==> config.mk <==
export PLATFORM = sky130hd
export DESIGN_NAME = drive_controlword_sequencer_core
export DESIGN_NICKNAME = d
export VERILOG_FILES = /design/src/rtl/core/drvseq_pkg.sv /design/src/rtl/core/drive_controlword_sequencer_core.sv /design/src/rtl/core/drvseq_decode.sv /design/src/rtl/core/drvseq_step.sv
export SDC_FILE = /design/constraint.sdc
export NUM_CORES = 1
export LEC_CHECK = 0
export ABC_CLOCK_PERIOD_IN_PS = 4260
export BUFFER_PORTS_ARGS = -buffer_cell sky130_fd_sc_hd__buf_4
export CAP_MARGIN = 10
export CORE_ASPECT_RATIO = 0.9
export CORE_MARGIN = 4
export CORE_UTILIZATION = 53
export CTS_BUF_LIST = sky130_fd_sc_hd__clkbuf_8
export DETAILED_ROUTE_END_ITERATION = 10
export GPL_ROUTABILITY_DRIVEN = 0
export PLACE_DENSITY = 0.8
export SYNTH_ARGS = -nofsm -noshare
export SYNTH_HDL_FRONTEND = slang
export SYNTH_SLANG_ARGS = --single-unit
==> constraint.sdc <==
create_clock -name i_clk -period 4.26 [get_ports i_clk]
set_clock_uncertainty 0.05 [all_clocks]
set_input_delay 0.639 -clock i_clk [delete_from_list [all_inputs] [get_ports i_clk]]
set_output_delay 0.639 -clock i_clk [all_outputs]
set_load 0.005 [all_outputs]
==> src/rtl/core/drvseq_pkg.sv <==
// Shared types, constants and helpers for the drive controlword sequencer.
// Used by drvseq_decode, drvseq_step and drive_controlword_sequencer_core.
package drvseq_pkg;

    localparam int COUNT_WIDTH = 16;
    localparam int WORD_WIDTH  = 16;
    localparam int HOLD_WIDTH  = 16;

    localparam logic [32:0] CNT_MAX_W = (33'd1 << COUNT_WIDTH) - 33'd1;

    // Statusword masks and compare values of the decode table.
    localparam logic [WORD_WIDTH-1:0] SW_MASK_A      = 16'h004F;
    localparam logic [WORD_WIDTH-1:0] SW_MASK_B      = 16'h006F;
    localparam logic [WORD_WIDTH-1:0] SW_NOT_READY   = 16'h0000;
    localparam logic [WORD_WIDTH-1:0] SW_SWON_DIS    = 16'h0040;
    localparam logic [WORD_WIDTH-1:0] SW_READY       = 16'h0021;
    localparam logic [WORD_WIDTH-1:0] SW_SWITCHED_ON = 16'h0023;
    localparam logic [WORD_WIDTH-1:0] SW_OP_ENABLED  = 16'h0027;
    localparam logic [WORD_WIDTH-1:0] SW_QUICK_STOP  = 16'h0007;
    localparam logic [WORD_WIDTH-1:0] SW_FAULT_REACT = 16'h000F;
    localparam logic [WORD_WIDTH-1:0] SW_FAULT       = 16'h0008;

    // Controlwords.
    localparam logic [WORD_WIDTH-1:0] CW_DISABLE  = 16'h0000;
    localparam logic [WORD_WIDTH-1:0] CW_QSTOP    = 16'h0002;
    localparam logic [WORD_WIDTH-1:0] CW_SHUTDOWN = 16'h0006;
    localparam logic [WORD_WIDTH-1:0] CW_SWON     = 16'h0007;
    localparam logic [WORD_WIDTH-1:0] CW_ENOP     = 16'h000F;
    localparam logic [WORD_WIDTH-1:0] CW_FRESET   = 16'h0080;
    localparam int                    CW_FRESET_BIT = 7;

    typedef enum logic [2:0] {
        TGT_IDLE         = 3'd0,
        TGT_DISABLE_VOLT = 3'd1,
        TGT_QUICK_STOP   = 3'd2,
        TGT_SHUTDOWN     = 3'd3,
        TGT_SWITCH_ON    = 3'd4,
        TGT_DISABLE_OP   = 3'd5,
        TGT_ENABLE_OP    = 3'd6,
        TGT_UNDEFINED    = 3'd7
    } t_target;

    typedef enum logic [3:0] {
        ST_NOT_READY   = 4'd0,
        ST_SWON_DIS    = 4'd1,
        ST_READY       = 4'd2,
        ST_SWITCHED_ON = 4'd3,
        ST_OP_ENABLED  = 4'd4,
        ST_QUICK_STOP  = 4'd5,
        ST_FAULT_REACT = 4'd6,
        ST_FAULT       = 4'd7,
        ST_UNKNOWN     = 4'd8
    } t_drive_state;

    // Configuration register indexes.
    localparam logic CFG_TARGET = 1'b0;
    localparam logic CFG_HOLD   = 1'b1;

    // Per-item request from the top level to the step logic.
    typedef struct packed {
        logic                  accept;
        logic                  pulse_start;
        t_target               target;
        logic [HOLD_WIDTH-1:0] hold_cfg;
    } t_step_req;

    // A hold of zero counts as one; the result is clamped to the counter range.
    function automatic logic [COUNT_WIDTH-1:0] clamp_hold(input logic [HOLD_WIDTH-1:0] h);
        logic [32:0] ext;
        ext = (h == '0) ? 33'd1 : 33'(h);
        if (ext > CNT_MAX_W) begin
            return CNT_MAX_W[COUNT_WIDTH-1:0];
        end
        return COUNT_WIDTH'(ext);
    endfunction

endpackage

==> src/rtl/core/drive_controlword_sequencer_core.sv <==
// Each accepted item's result is written into the output register.
// Throughput: one item per clock; the output register frees itself when taken,
// so input stall is raised only while a held result is stalled downstream.
// Reset (synchronous, active low): target idle, hold one, no pulse, held word
// zero, output empty. Depends on drvseq_pkg, drvseq_decode and drvseq_step.
module drive_controlword_sequencer_core (
    input  logic                                i_clk,
    input  logic                                i_rst_n,
    input  logic                                i_cfg_we,
    input  logic                                i_cfg_idx,
    input  logic [drvseq_pkg::HOLD_WIDTH-1:0]   i_cfg_wdata,
    input  logic                                i_in_valid,
    output logic                                o_in_stall,
    input  logic [drvseq_pkg::WORD_WIDTH-1:0]   i_statusword,
    input  logic                                i_fault_clear_req,
    output logic                                o_out_valid,
    input  logic                                i_out_stall,
    output logic [drvseq_pkg::WORD_WIDTH-1:0]   o_controlword,
    output logic [3:0]                          o_drive_state,
    output logic                                o_goal_reached
);
    import drvseq_pkg::*;

    t_target               r_target;
    logic [HOLD_WIDTH-1:0] r_hold_cfg;

    logic                  r_out_valid;
    logic [WORD_WIDTH-1:0] r_controlword;
    t_drive_state          r_drive_state;
    logic                  r_goal_reached;

    logic                  in_accept;
    t_step_req             step_req;
    t_drive_state          dec_state;
    logic                  dec_reached;
    logic [WORD_WIDTH-1:0] step_word;

    assign o_in_stall = r_out_valid && i_out_stall;
    assign in_accept  = i_in_valid && !o_in_stall;

    assign step_req.accept      = in_accept;
    assign step_req.pulse_start = in_accept && i_fault_clear_req;
    assign step_req.target      = r_target;
    assign step_req.hold_cfg    = r_hold_cfg;

    drvseq_decode u_decode (
        .i_statusword   (i_statusword),
        .i_target       (r_target),
        .o_drive_state  (dec_state),
        .o_goal_reached (dec_reached)
    );

    drvseq_step u_step (
        .i_clk         (i_clk),
        .i_rst_n       (i_rst_n),
        .i_req         (step_req),
        .i_drive_state (dec_state),
        .o_controlword (step_word)
    );

    always_ff @(posedge i_clk) begin
        if (!i_rst_n) begin
            r_target   <= TGT_IDLE;
            r_hold_cfg <= HOLD_WIDTH'(1);
        end else if (i_cfg_we) begin
            case (i_cfg_idx)
                CFG_TARGET: r_target   <= t_target'(i_cfg_wdata[2:0]);
                CFG_HOLD:   r_hold_cfg <= i_cfg_wdata;
                default:    r_hold_cfg <= r_hold_cfg;
            endcase
        end
    end

    always_ff @(posedge i_clk) begin
        if (!i_rst_n) begin
            r_out_valid <= 1'b0;
        end else if (in_accept) begin
            r_out_valid <= 1'b1;
        end else if (!i_out_stall) begin
            r_out_valid <= 1'b0;
        end
    end

    always_ff @(posedge i_clk) begin
        if (in_accept) begin
            r_controlword  <= step_word;
            r_drive_state  <= dec_state;
            r_goal_reached <= dec_reached;
        end
    end

    assign o_out_valid    = r_out_valid;
    assign o_controlword  = r_controlword;
    assign o_drive_state  = r_drive_state;
    assign o_goal_reached = r_goal_reached;

`ifndef SYNTHESIS
    a_stall_only_when_full: assert property (@(posedge i_clk) disable iff (!i_rst_n)
        o_in_stall |-> (o_out_valid && i_out_stall))
        else $error("input stalled while the output register is free");

    a_request_gives_low: assert property (@(posedge i_clk) disable iff (!i_rst_n)
        (in_accept && i_fault_clear_req) |=>
            (o_out_valid && o_controlword == CW_DISABLE))
        else $error("fault-reset request did not start with a low controlword");

    a_idle_reached: assert property (@(posedge i_clk) disable iff (!i_rst_n)
        (in_accept && r_target == TGT_IDLE) |=> o_goal_reached)
        else $error("idle target not reported as reached");
`endif

endmodule

==> src/rtl/core/drvseq_decode.sv <==
// Statusword decode and target check for the drive controlword sequencer.
// Depends on drvseq_pkg.
module drvseq_decode (
    input  logic [drvseq_pkg::WORD_WIDTH-1:0] i_statusword,
    input  drvseq_pkg::t_target               i_target,
    output drvseq_pkg::t_drive_state          o_drive_state,
    output logic                              o_goal_reached
);
    import drvseq_pkg::*;

    logic [WORD_WIDTH-1:0] sw_a;
    logic [WORD_WIDTH-1:0] sw_b;

    assign sw_a = i_statusword & SW_MASK_A;
    assign sw_b = i_statusword & SW_MASK_B;

    // Rows are tried in order; the first match wins.
    always_comb begin
        if (sw_a == SW_NOT_READY) begin
            o_drive_state = ST_NOT_READY;
        end else if (sw_a == SW_SWON_DIS) begin
            o_drive_state = ST_SWON_DIS;
        end else if (sw_b == SW_READY) begin
            o_drive_state = ST_READY;
        end else if (sw_b == SW_SWITCHED_ON) begin
            o_drive_state = ST_SWITCHED_ON;
        end else if (sw_b == SW_OP_ENABLED) begin
            o_drive_state = ST_OP_ENABLED;
        end else if (sw_b == SW_QUICK_STOP) begin
            o_drive_state = ST_QUICK_STOP;
        end else if (sw_a == SW_FAULT_REACT) begin
            o_drive_state = ST_FAULT_REACT;
        end else if (sw_a == SW_FAULT) begin
            o_drive_state = ST_FAULT;
        end else begin
            o_drive_state = ST_UNKNOWN;
        end
    end

    always_comb begin
        case (i_target)
            TGT_IDLE:         o_goal_reached = 1'b1;
            TGT_DISABLE_VOLT: o_goal_reached = (o_drive_state == ST_SWON_DIS);
            TGT_QUICK_STOP:   o_goal_reached = (o_drive_state == ST_QUICK_STOP);
            TGT_SHUTDOWN:     o_goal_reached = (o_drive_state == ST_READY);
            TGT_SWITCH_ON,
            TGT_DISABLE_OP:   o_goal_reached = (o_drive_state == ST_SWITCHED_ON);
            TGT_ENABLE_OP:    o_goal_reached = (o_drive_state == ST_OP_ENABLED);
            default:          o_goal_reached = 1'b0;
        endcase
    end

endmodule

==> src/rtl/core/drvseq_step.sv <==
// Fault-reset pulse sequencer and controlword selection.
// Holds the pulse state and the last word sent, with its fault-reset bit clear. Depends on drvseq_pkg.
module drvseq_step (
    input  logic                              i_clk,
    input  logic                              i_rst_n,
    input  drvseq_pkg::t_step_req             i_req,
    input  drvseq_pkg::t_drive_state          i_drive_state,
    output logic [drvseq_pkg::WORD_WIDTH-1:0] o_controlword
);
    import drvseq_pkg::*;

    typedef enum logic [1:0] {
        PH_NONE = 2'd0,
        PH_LOW  = 2'd1,
        PH_HIGH = 2'd2
    } t_phase;

    t_phase                 r_phase;
    t_phase                 n_phase;
    logic [COUNT_WIDTH-1:0] r_count;
    logic [COUNT_WIDTH-1:0] n_count;
    logic [COUNT_WIDTH-1:0] r_hold;
    logic [COUNT_WIDTH-1:0] n_hold;
    logic [WORD_WIDTH-1:0]  r_held_word;
    logic [WORD_WIDTH-1:0]  n_held_word;

    t_phase                 phase_eff;
    logic [COUNT_WIDTH-1:0] count_eff;
    logic [COUNT_WIDTH-1:0] count_inc;
    logic [WORD_WIDTH-1:0]  goal_word;

    // A new request restarts the pulse before this item is handled.
    assign phase_eff = i_req.pulse_start ? PH_LOW : r_phase;
    assign count_eff = i_req.pulse_start ? '0 : r_count;
    assign n_hold    = i_req.pulse_start ? clamp_hold(i_req.hold_cfg) : r_hold;
    assign count_inc = count_eff + COUNT_WIDTH'(1);

    always_comb begin
        goal_word = r_held_word;
        case (i_req.target)
            TGT_DISABLE_VOLT: goal_word = CW_DISABLE;
            TGT_QUICK_STOP:   goal_word = CW_QSTOP;
            TGT_SHUTDOWN:     goal_word = CW_SHUTDOWN;
            TGT_SWITCH_ON,
            TGT_DISABLE_OP: begin
                goal_word = (i_drive_state == ST_SWON_DIS) ? CW_SHUTDOWN : CW_SWON;
            end
            TGT_ENABLE_OP: begin
                if (i_drive_state == ST_SWON_DIS) begin
                    goal_word = CW_SHUTDOWN;
                end else if (i_drive_state == ST_READY) begin
                    goal_word = CW_SWON;
                end else if (i_drive_state == ST_SWITCHED_ON ||
                             i_drive_state == ST_OP_ENABLED) begin
                    goal_word = CW_ENOP;
                end else begin
                    goal_word = CW_DISABLE;
                end
            end
            default: goal_word = r_held_word;
        endcase
        goal_word[CW_FRESET_BIT] = 1'b0;
    end

    always_comb begin
        case (phase_eff)
            PH_LOW: begin
                o_controlword = CW_DISABLE;
                n_phase       = PH_HIGH;
                n_count       = '0;
                n_held_word   = CW_DISABLE;
            end
            PH_HIGH: begin
                o_controlword = CW_DISABLE | CW_FRESET;
                n_held_word   = CW_DISABLE;
                if (count_inc >= n_hold) begin
                    n_phase = PH_NONE;
                    n_count = '0;
                end else begin
                    n_phase = PH_HIGH;
                    n_count = count_inc;
                end
            end
            default: begin
                o_controlword = goal_word;
                n_phase       = PH_NONE;
                n_count       = '0;
                n_held_word   = goal_word;
            end
        endcase
    end

    always_ff @(posedge i_clk) begin
        if (!i_rst_n) begin
            r_phase     <= PH_NONE;
            r_count     <= '0;
            r_hold      <= COUNT_WIDTH'(1);
            r_held_word <= CW_DISABLE;
        end else if (i_req.accept) begin
            r_phase     <= n_phase;
            r_count     <= n_count;
            r_hold      <= n_hold;
            r_held_word <= n_held_word;
        end
    end

`ifndef SYNTHESIS
    a_held_no_freset: assert property (@(posedge i_clk) disable iff (!i_rst_n)
        !r_held_word[CW_FRESET_BIT])
        else $error("held word carries the fault-reset bit");

    a_count_below_hold: assert property (@(posedge i_clk) disable iff (!i_rst_n)
        (r_phase == PH_HIGH) |-> (r_count < r_hold) && (r_hold != '0))
        else $error("pulse counter reached hold while still high");

    a_low_then_high: assert property (@(posedge i_clk) disable iff (!i_rst_n)
        (i_req.accept && phase_eff == PH_LOW) |=> (r_phase == PH_HIGH) && (r_count == '0))
        else $error("low pulse cycle not followed by high phase");
`endif

endmodule

==> results by group, run 1 <==
Outcome
  • Outcome: finished clean

Job
  • Max-Cap Viols: 0

Drt
  • Drt total wl: 8260 um
  • Top Metal Used: met4
  • Routed len/inst: 14.1 um
  • WL met2: 3920 um
  • DR DRC count: 0
  • Met1 Wirelength: 3680 um
  • First-pass detailed-route iteration total: 4
  • DR WL met3: 524 um
  • 1st-iter DRT viols: 149
  • Via density: 5.59
  • Detailed-route via count: 3280
  • Post-DRT Antenna Nets: 0

Global route
  • Pin count of the biggest net entering global routing: 42
  • Global Route Usage Sum: 0.187
  • Initial antenna violation count: 0
  • Vias in the first global route: 3192
  • Global route overflow: 0
  • First-pass GRT wire length: 14300 um

Place
  • DP HPWL: 6040 um
  • # port buffers: 51
  • Post-place setup slack: 0.279 ns
  • Placed Instances: 571

CTS
  • CTS Buf Count: 9
  • Post_cts resized: 0
  • Hold-fix buffers, CTS: 0
  • H-tree levels: 3
  • Postcts setup bufs: 0
  • Max clock buf depth: 2
  • Clk root buf: clkbuf_8
  • CTS tree: done
  • Clock Pin Slew Worst Setup and Hold Paths: 0.10 ns
  • Worst skew pair latency: 0.36 ns
  • Clock Sinks: 89

Final layout
  • Layout area overhead: 14.9%
  • Fin nets: 542
  • Core Util, Final: 0.636
  • Antenna Cells: 0
  • Ratio of cells with drive above 1 in the final layout: 0.177
  • Layout Cells excl Fill: 587
  • Fillers: 618
  • Commonest cells after routing, fill and taps aside: dfxtp_1 (68), nand2_1 (65), buf_4 (56), and2_1 (27), nor2b_1 (25)
  • Most common cell after layout, fill and taps aside: dfxtp_1

Timing
  • Fin crit share: 0.858
  • Crit path time final: 3.66 ns
  • Hold slack: 0.410 ns
  • Final Hold Vio Count: 0
  • Setup violations, final: 0
  • Slew @ Worst Pin: 0.702 ns
  • Post-Route Setup TNS: 0 ns
  • RSZ-0062 raised after global routing: false
  • Fmax: 273 MHz
  • Final worst slack: 0.603 ns
  • Rel. slew slack: 0.529
  • Max Slew Vio Count: 0

Yosys
  • Asr flop ratio synth: 0
  • #FFs+latches synth: 89
  • Distinct cells, synth: 60
  • Syn Area/Cell: 9.65 um2
  • EDFF count, synth: 21
  • Sequential-to-total area share from yosys stat: 0.468
  • Ys flop type: dfxtp_1
  • Syn_nets: 497
  • YS warnings: 0
  • Post-Syn Instances: 441
  • Mapped cell area: 4260 um2

Setup path
  • Worst R2R End: u_step.r_phase[1]
  • Required time of the critical path: 4.44 ns
  • CP max FO: 9
  • CP Launch Type: input pin
  • Arr. time, crit path: 3.84 ns
  • Worst setup EP type: flip-flop
  • R2R Setup Slk: 0.67 ns
  • Worst Reg2Reg Path Length in Cells: 15
  • Reg2Reg Launch Point: o_out_valid
  • Crit path kind: in -> reg

Die
  • Initial Util: 0.553
  • Die X: 102 um
  • Core ar.: 7690 um2
  • Die ar.: 9530 um2
  • Top Ports: 62
  • Core Rows: 30
  • Vertical die dimension: 93.0 um

Pwr
  • Peak VDD IR: 0.230 mV
  • Power Dens Cells: 327 nW/um2
  • LEAKAGE: 1.86 nW

Min path
  • Hold Crit Endpoint: u_step.r_held_word[12]
  • Hold Crit Start: u_step.r_held_word[12]
  • Cell depth of the worst hold path: 1
  • Worst min path class: reg -> reg
[state kept, by name (all words and copies together) (netlist names)]
register,count
o_out_valid,1
r_hold_cfg,16
r_target,3
o_goal_reached,1
o_drive_state,4
o_controlword,16
u_step.r_count,16
u_step.r_phase,1
u_step.r_held_word,15
u_step.r_hold,16
[layer usage]
layer  GRT usage  vias up
met3      0.0559       17
met5           0        -
li1            -     1673
met1       0.235     1504
met2       0.299       86
met4      0.0721        0
[final cells by class]
type	count	area (um2)	area share
inverters	8	30.0	0.00614
well taps	96	120	0.0246
clock inverters	7	52.6	0.0107
clock buffers	9	124	0.0253
repair buffers	57	440	0.0900
flip-flops and latches	89	1990	0.407
multi-input cells	321	2130	0.436
[through the flow]
step	total power [mW]	area (um2)
finish	1.60	4890
global route	1.68	4890
CTS	1.62	4890
detailed placement	1.09	4720
global placement	1.09	4720
floorplan	1.02	4260
[where the power goes]
part	leakage, nW	switching [mW]	total [mW]	internal [mW]
combinational	1.01	0.0950	0.170	0.0746
sequential	0.758	0.0148	0.903	0.889
clock	0.0939	0.308	0.526	0.219
[synth_stat cells, drive strengths merged, types with 10 or more instances]
library cell	instances	area (um2)
ha	17	213
mux2i	10	100
edfxtp	21	631
and2	27	169
o21ai	12	67.6
a21boi	16	131
nor2b	25	156
dfxtp	68	1360
nor2	18	70.1
a21oi	15	78.8
nand3	14	70.1
clkbuf	15	56.3
nand2	65	244
[kinds of logic (layout without fill, tap and decap cells)]
group / after synthesis / after routing / share of synthesized area
xor gates and xnor gates: 13 / 13 / 0.0267
buffers and inverters: 31 / 81 / 0.0311
and+or+nand+nor: 186 / 186 / 0.232
muxes: 10 / 10 / 0.0235
DFF: 89 / 89 / 0.468
adders and majority gates: 17 / 17 / 0.0500
AOI/OAI and AO/OA: 95 / 95 / 0.169
[worst max path at each step]
stage,start,end,depth (start not counted)
after floorplan,i_in_valid,u_step.r_count[1],16
after global placement,i_in_valid,u_step.r_count[6],16
after detailed placement,i_in_valid,u_step.r_count[1],16
after CTS,i_in_valid,u_step.r_count[6],16
after global routing,i_in_valid,u_step.r_count[11],16
final,i_in_valid,u_step.r_phase[1],16
[critical path, cell delays in order]
cell,delay [ns]
buf_4,0.12
a21boi_4,0.14
nand2_1,0.12
and2_1,0.18
ha_1,0.20
nand3_1,0.20
a211oi_1,0.34
buf_4,0.20
a31oi_1,0.10
o21a_1,0.22
ha_1,0.28
nand4_1,0.11
nor3_1,0.22
o21ai_1,0.28
o21ai_0,0.38
a31oi_1,0.13
Power figures use the tool's default switching activity.
==> run 2: changes to the inputs <==
--- a/config.mk
+++ b/config.mk
@@ -5,11 +5,11 @@
 export SDC_FILE = /design/constraint.sdc
 export NUM_CORES = 1
 export LEC_CHECK = 0
-export ABC_CLOCK_PERIOD_IN_PS = 4260
+export ABC_CLOCK_PERIOD_IN_PS = 3000
 export BUFFER_PORTS_ARGS = -buffer_cell sky130_fd_sc_hd__buf_4
 export CAP_MARGIN = 10
 export CORE_ASPECT_RATIO = 0.9
-export CORE_MARGIN = 4
+export CORE_MARGIN = 1
 export CORE_UTILIZATION = 53
 export CTS_BUF_LIST = sky130_fd_sc_hd__clkbuf_8
 export DETAILED_ROUTE_END_ITERATION = 10
==> constraint.sdc (replaced) <==
create_clock -name i_clk -period 3 [get_ports i_clk]
set_clock_uncertainty 0.05 [all_clocks]
set_input_delay 0.45 -clock i_clk [delete_from_list [all_inputs] [get_ports i_clk]]
set_output_delay 0.45 -clock i_clk [all_outputs]
set_load 0.005 [all_outputs]
==> run 2 against run 1 <==
Net effect:
- the flow now finishes with violations (setup timing)
- combinational power grew 69%
- global-route usage is 4.4 points higher
- die area is 12% lower
- clock-buffer cell count unchanged
- sequential share of layout area down 3.1 points
- power grew 47%
- via count is 8.3% higher
- hold slack worse by 0.13 ns
- core utilization grew 5.6 points
- non-clock buffer count grew 37
- final cell count is 6.3% higher
- largest power group unchanged
- highest routed layer unchanged
==> results by group, run 2 (same netlist as run 1, synthesis figures left out) <==
Timing
  • Crit path time final: 3.05 ns
  • RSZ-0062 raised after global routing: true
  • Post-Route Setup TNS: -0.0861 ns
  • Setup violations, final: 6
  • Fmax: 328 MHz
  • Fin crit share: 1.02
  • Rel. slew slack: 0.631
  • Final Hold Vio Count: 0
  • Slew @ Worst Pin: 0.552 ns
  • Max Slew Vio Count: 0
  • Final worst slack: -0.0529 ns

Pwr
  • Peak VDD IR: 0.276 mV
  • LEAKAGE: 2.05 nW
  • Flop pwr share: 0.546
  • Clock Power Share: 0.331
  • Int Pwr: 1.71 mW
  • Power Dens Cells: 444 nW/um2
  • Comb pwr share: 0.123
  • Sw power: 0.637 mW
  • Sw frac: 0.271

Setup path
  • Crit path kind: reg -> reg
  • CP Launch Type: flip-flop
  • Arr. time, crit path: 3.24 ns
  • Worst setup EP type: flip-flop
  • Required time of the critical path: 3.19 ns
  • CP max FO: 4
  • Worst Reg2Reg Path Length in Cells: 15

Outcome
  • Failing checks: setup timing
  • Outcome: complete, but fails checks

Final layout
  • Fillers: 569
  • Fin nets: 579
  • Fin area: 5300 um2
  • Layout area overhead: 24.4%
  • Layout Cells excl Fill: 624
  • Antenna Cells: 0
  • Commonest cells after routing, fill and taps aside: buf_4 (93), dfxtp_1 (67), nand2_1 (64), and2_1 (25), nor2b_1 (25)
  • Most common cell after layout, fill and taps aside: buf_4
  • Ratio of cells with drive above 1 in the final layout: 0.269

CTS
  • Hold-fix buffers, CTS: 0
  • H-tree levels: 3
  • Worst skew pair latency: 0.36 ns
  • Clk root buf: clkbuf_8
  • Max clock buf depth: 2
  • Clock Sinks: 89
  • CTS tree: done
  • Clock Pin Slew Worst Setup and Hold Paths: 0.09 ns
  • CTS Buf Count: 9

Min path
  • Worst min path class: in -> reg
  • Cell depth of the worst hold path: 3

Place
  • DP HPWL: 6700 um
  • # port buffers: 51
  • Placed Instances: 600
  • Placed inst area: 5000 um2

Global route
  • Vias in the first global route: 3315
  • Initial antenna violation count: 0
  • Global Route Usage Sum: 0.231
  • Pin count of the biggest net entering global routing: 42
  • First-pass GRT wire length: 15000 um
  • Global route overflow: 0

Drt
  • Routed len/inst: 14.7 um
  • 1st-iter DRT viols: 176
  • Drt total wl: 9190 um
  • DR DRC count: 0
  • Post-DRT Antenna Nets: 0
  • Detailed-route via count: 3552
  • First-pass detailed-route iteration total: 5
  • Via density: 5.69

Die
  • Die ar.: 8400 um2
  • Die X: 96.5 um
  • Core Rows: 30
  • Initial Util: 0.556
  • Top Ports: 62
  • Core ar.: 7660 um2
  • Vertical die dimension: 87.0 um

Job
  • Max-Cap Viols: 0
-- run 2: path summary, 6_finish.rpt --
path,from,end,slack (ns)
setup / recovery,o_out_valid,u_step.r_phase[1],-0.05
hold / removal,i_cfg_wdata[0],r_hold_cfg[0],0.28
setup reg to reg,o_out_valid,u_step.r_phase[1],-0.05
hold reg to reg,u_step.r_held_word[11],u_step.r_held_word[11],0.41
-- run 2: worst max-delay path, cell delays in order, from the launching register on --
cell and delay (ns):
dfxtp_2 0.35, a21boi_4 0.17, nand2_2 0.11, and2_4 0.18, ha_4 0.16, nand3_4 0.08, a211oi_4 0.06, buf_4 0.16
and4_1 0.18, o21a_1 0.18, ha_1 0.28, nand4_1 0.15, nor3_2 0.20, o21ai_2 0.14, o21ai_0 0.35, a31oi_1 0.13
-- run 2: cell type report --
class	instances	area, um2	area share
clock buffers	9	124	0.0234
clock inverters	7	62.6	0.0118
inverters	8	30.0	0.00567
multi-input cells	321	2250	0.425
flip-flops and latches	89	1990	0.376
well taps	96	120	0.0227
repair buffers	94	718	0.136
-- run 2: per-layer routing --
metal / vias up / routed length, um / share of wire / global-route usage
met5: - / 0 / 0 / 0
met4: 0 / 144 / 0.016 / 0.0642
met1: 1690 / 3970 / 0.43 / 0.271
li1: 1747 / - / - / -
met3: 14 / 370 / 0.040 / 0.0541
met2: 101 / 4700 / 0.51 / 0.416
-- run 2: stage by stage --
step	hold WS (ns)	power (mW)	util	worst slack, ns
floorplan	0.371	1.46	-	-0.513
global placement	0.383	1.57	0.653	-0.218
detailed placement	0.386	1.59	0.653	-0.302
CTS	0.270	2.36	0.684	-0.0308
global route	0.270	2.44	0.692	-0.168
finish	0.284	2.35	0.692	-0.0529
-- run 2: repair_timing --
action,4_1_cts,5_1_grt
endpoints found under the setup margin,16,17
pin swaps,7,5
setup buffers,5,3
cloned,0,0
resized for setup,4,6
-- run 2: power groups by stage --
stage | registers, mW | logic, mW | clock network (mW)
2_1_floorplan | 1.31 | 0.156 | 0
5_1_grt | 1.29 | 0.316 | 0.834
6_report | 1.28 | 0.288 | 0.779
3_5_place_dp | 1.31 | 0.273 | 0
4_1_cts | 1.28 | 0.281 | 0.793
3_3_place_gp | 1.31 | 0.264 | 0
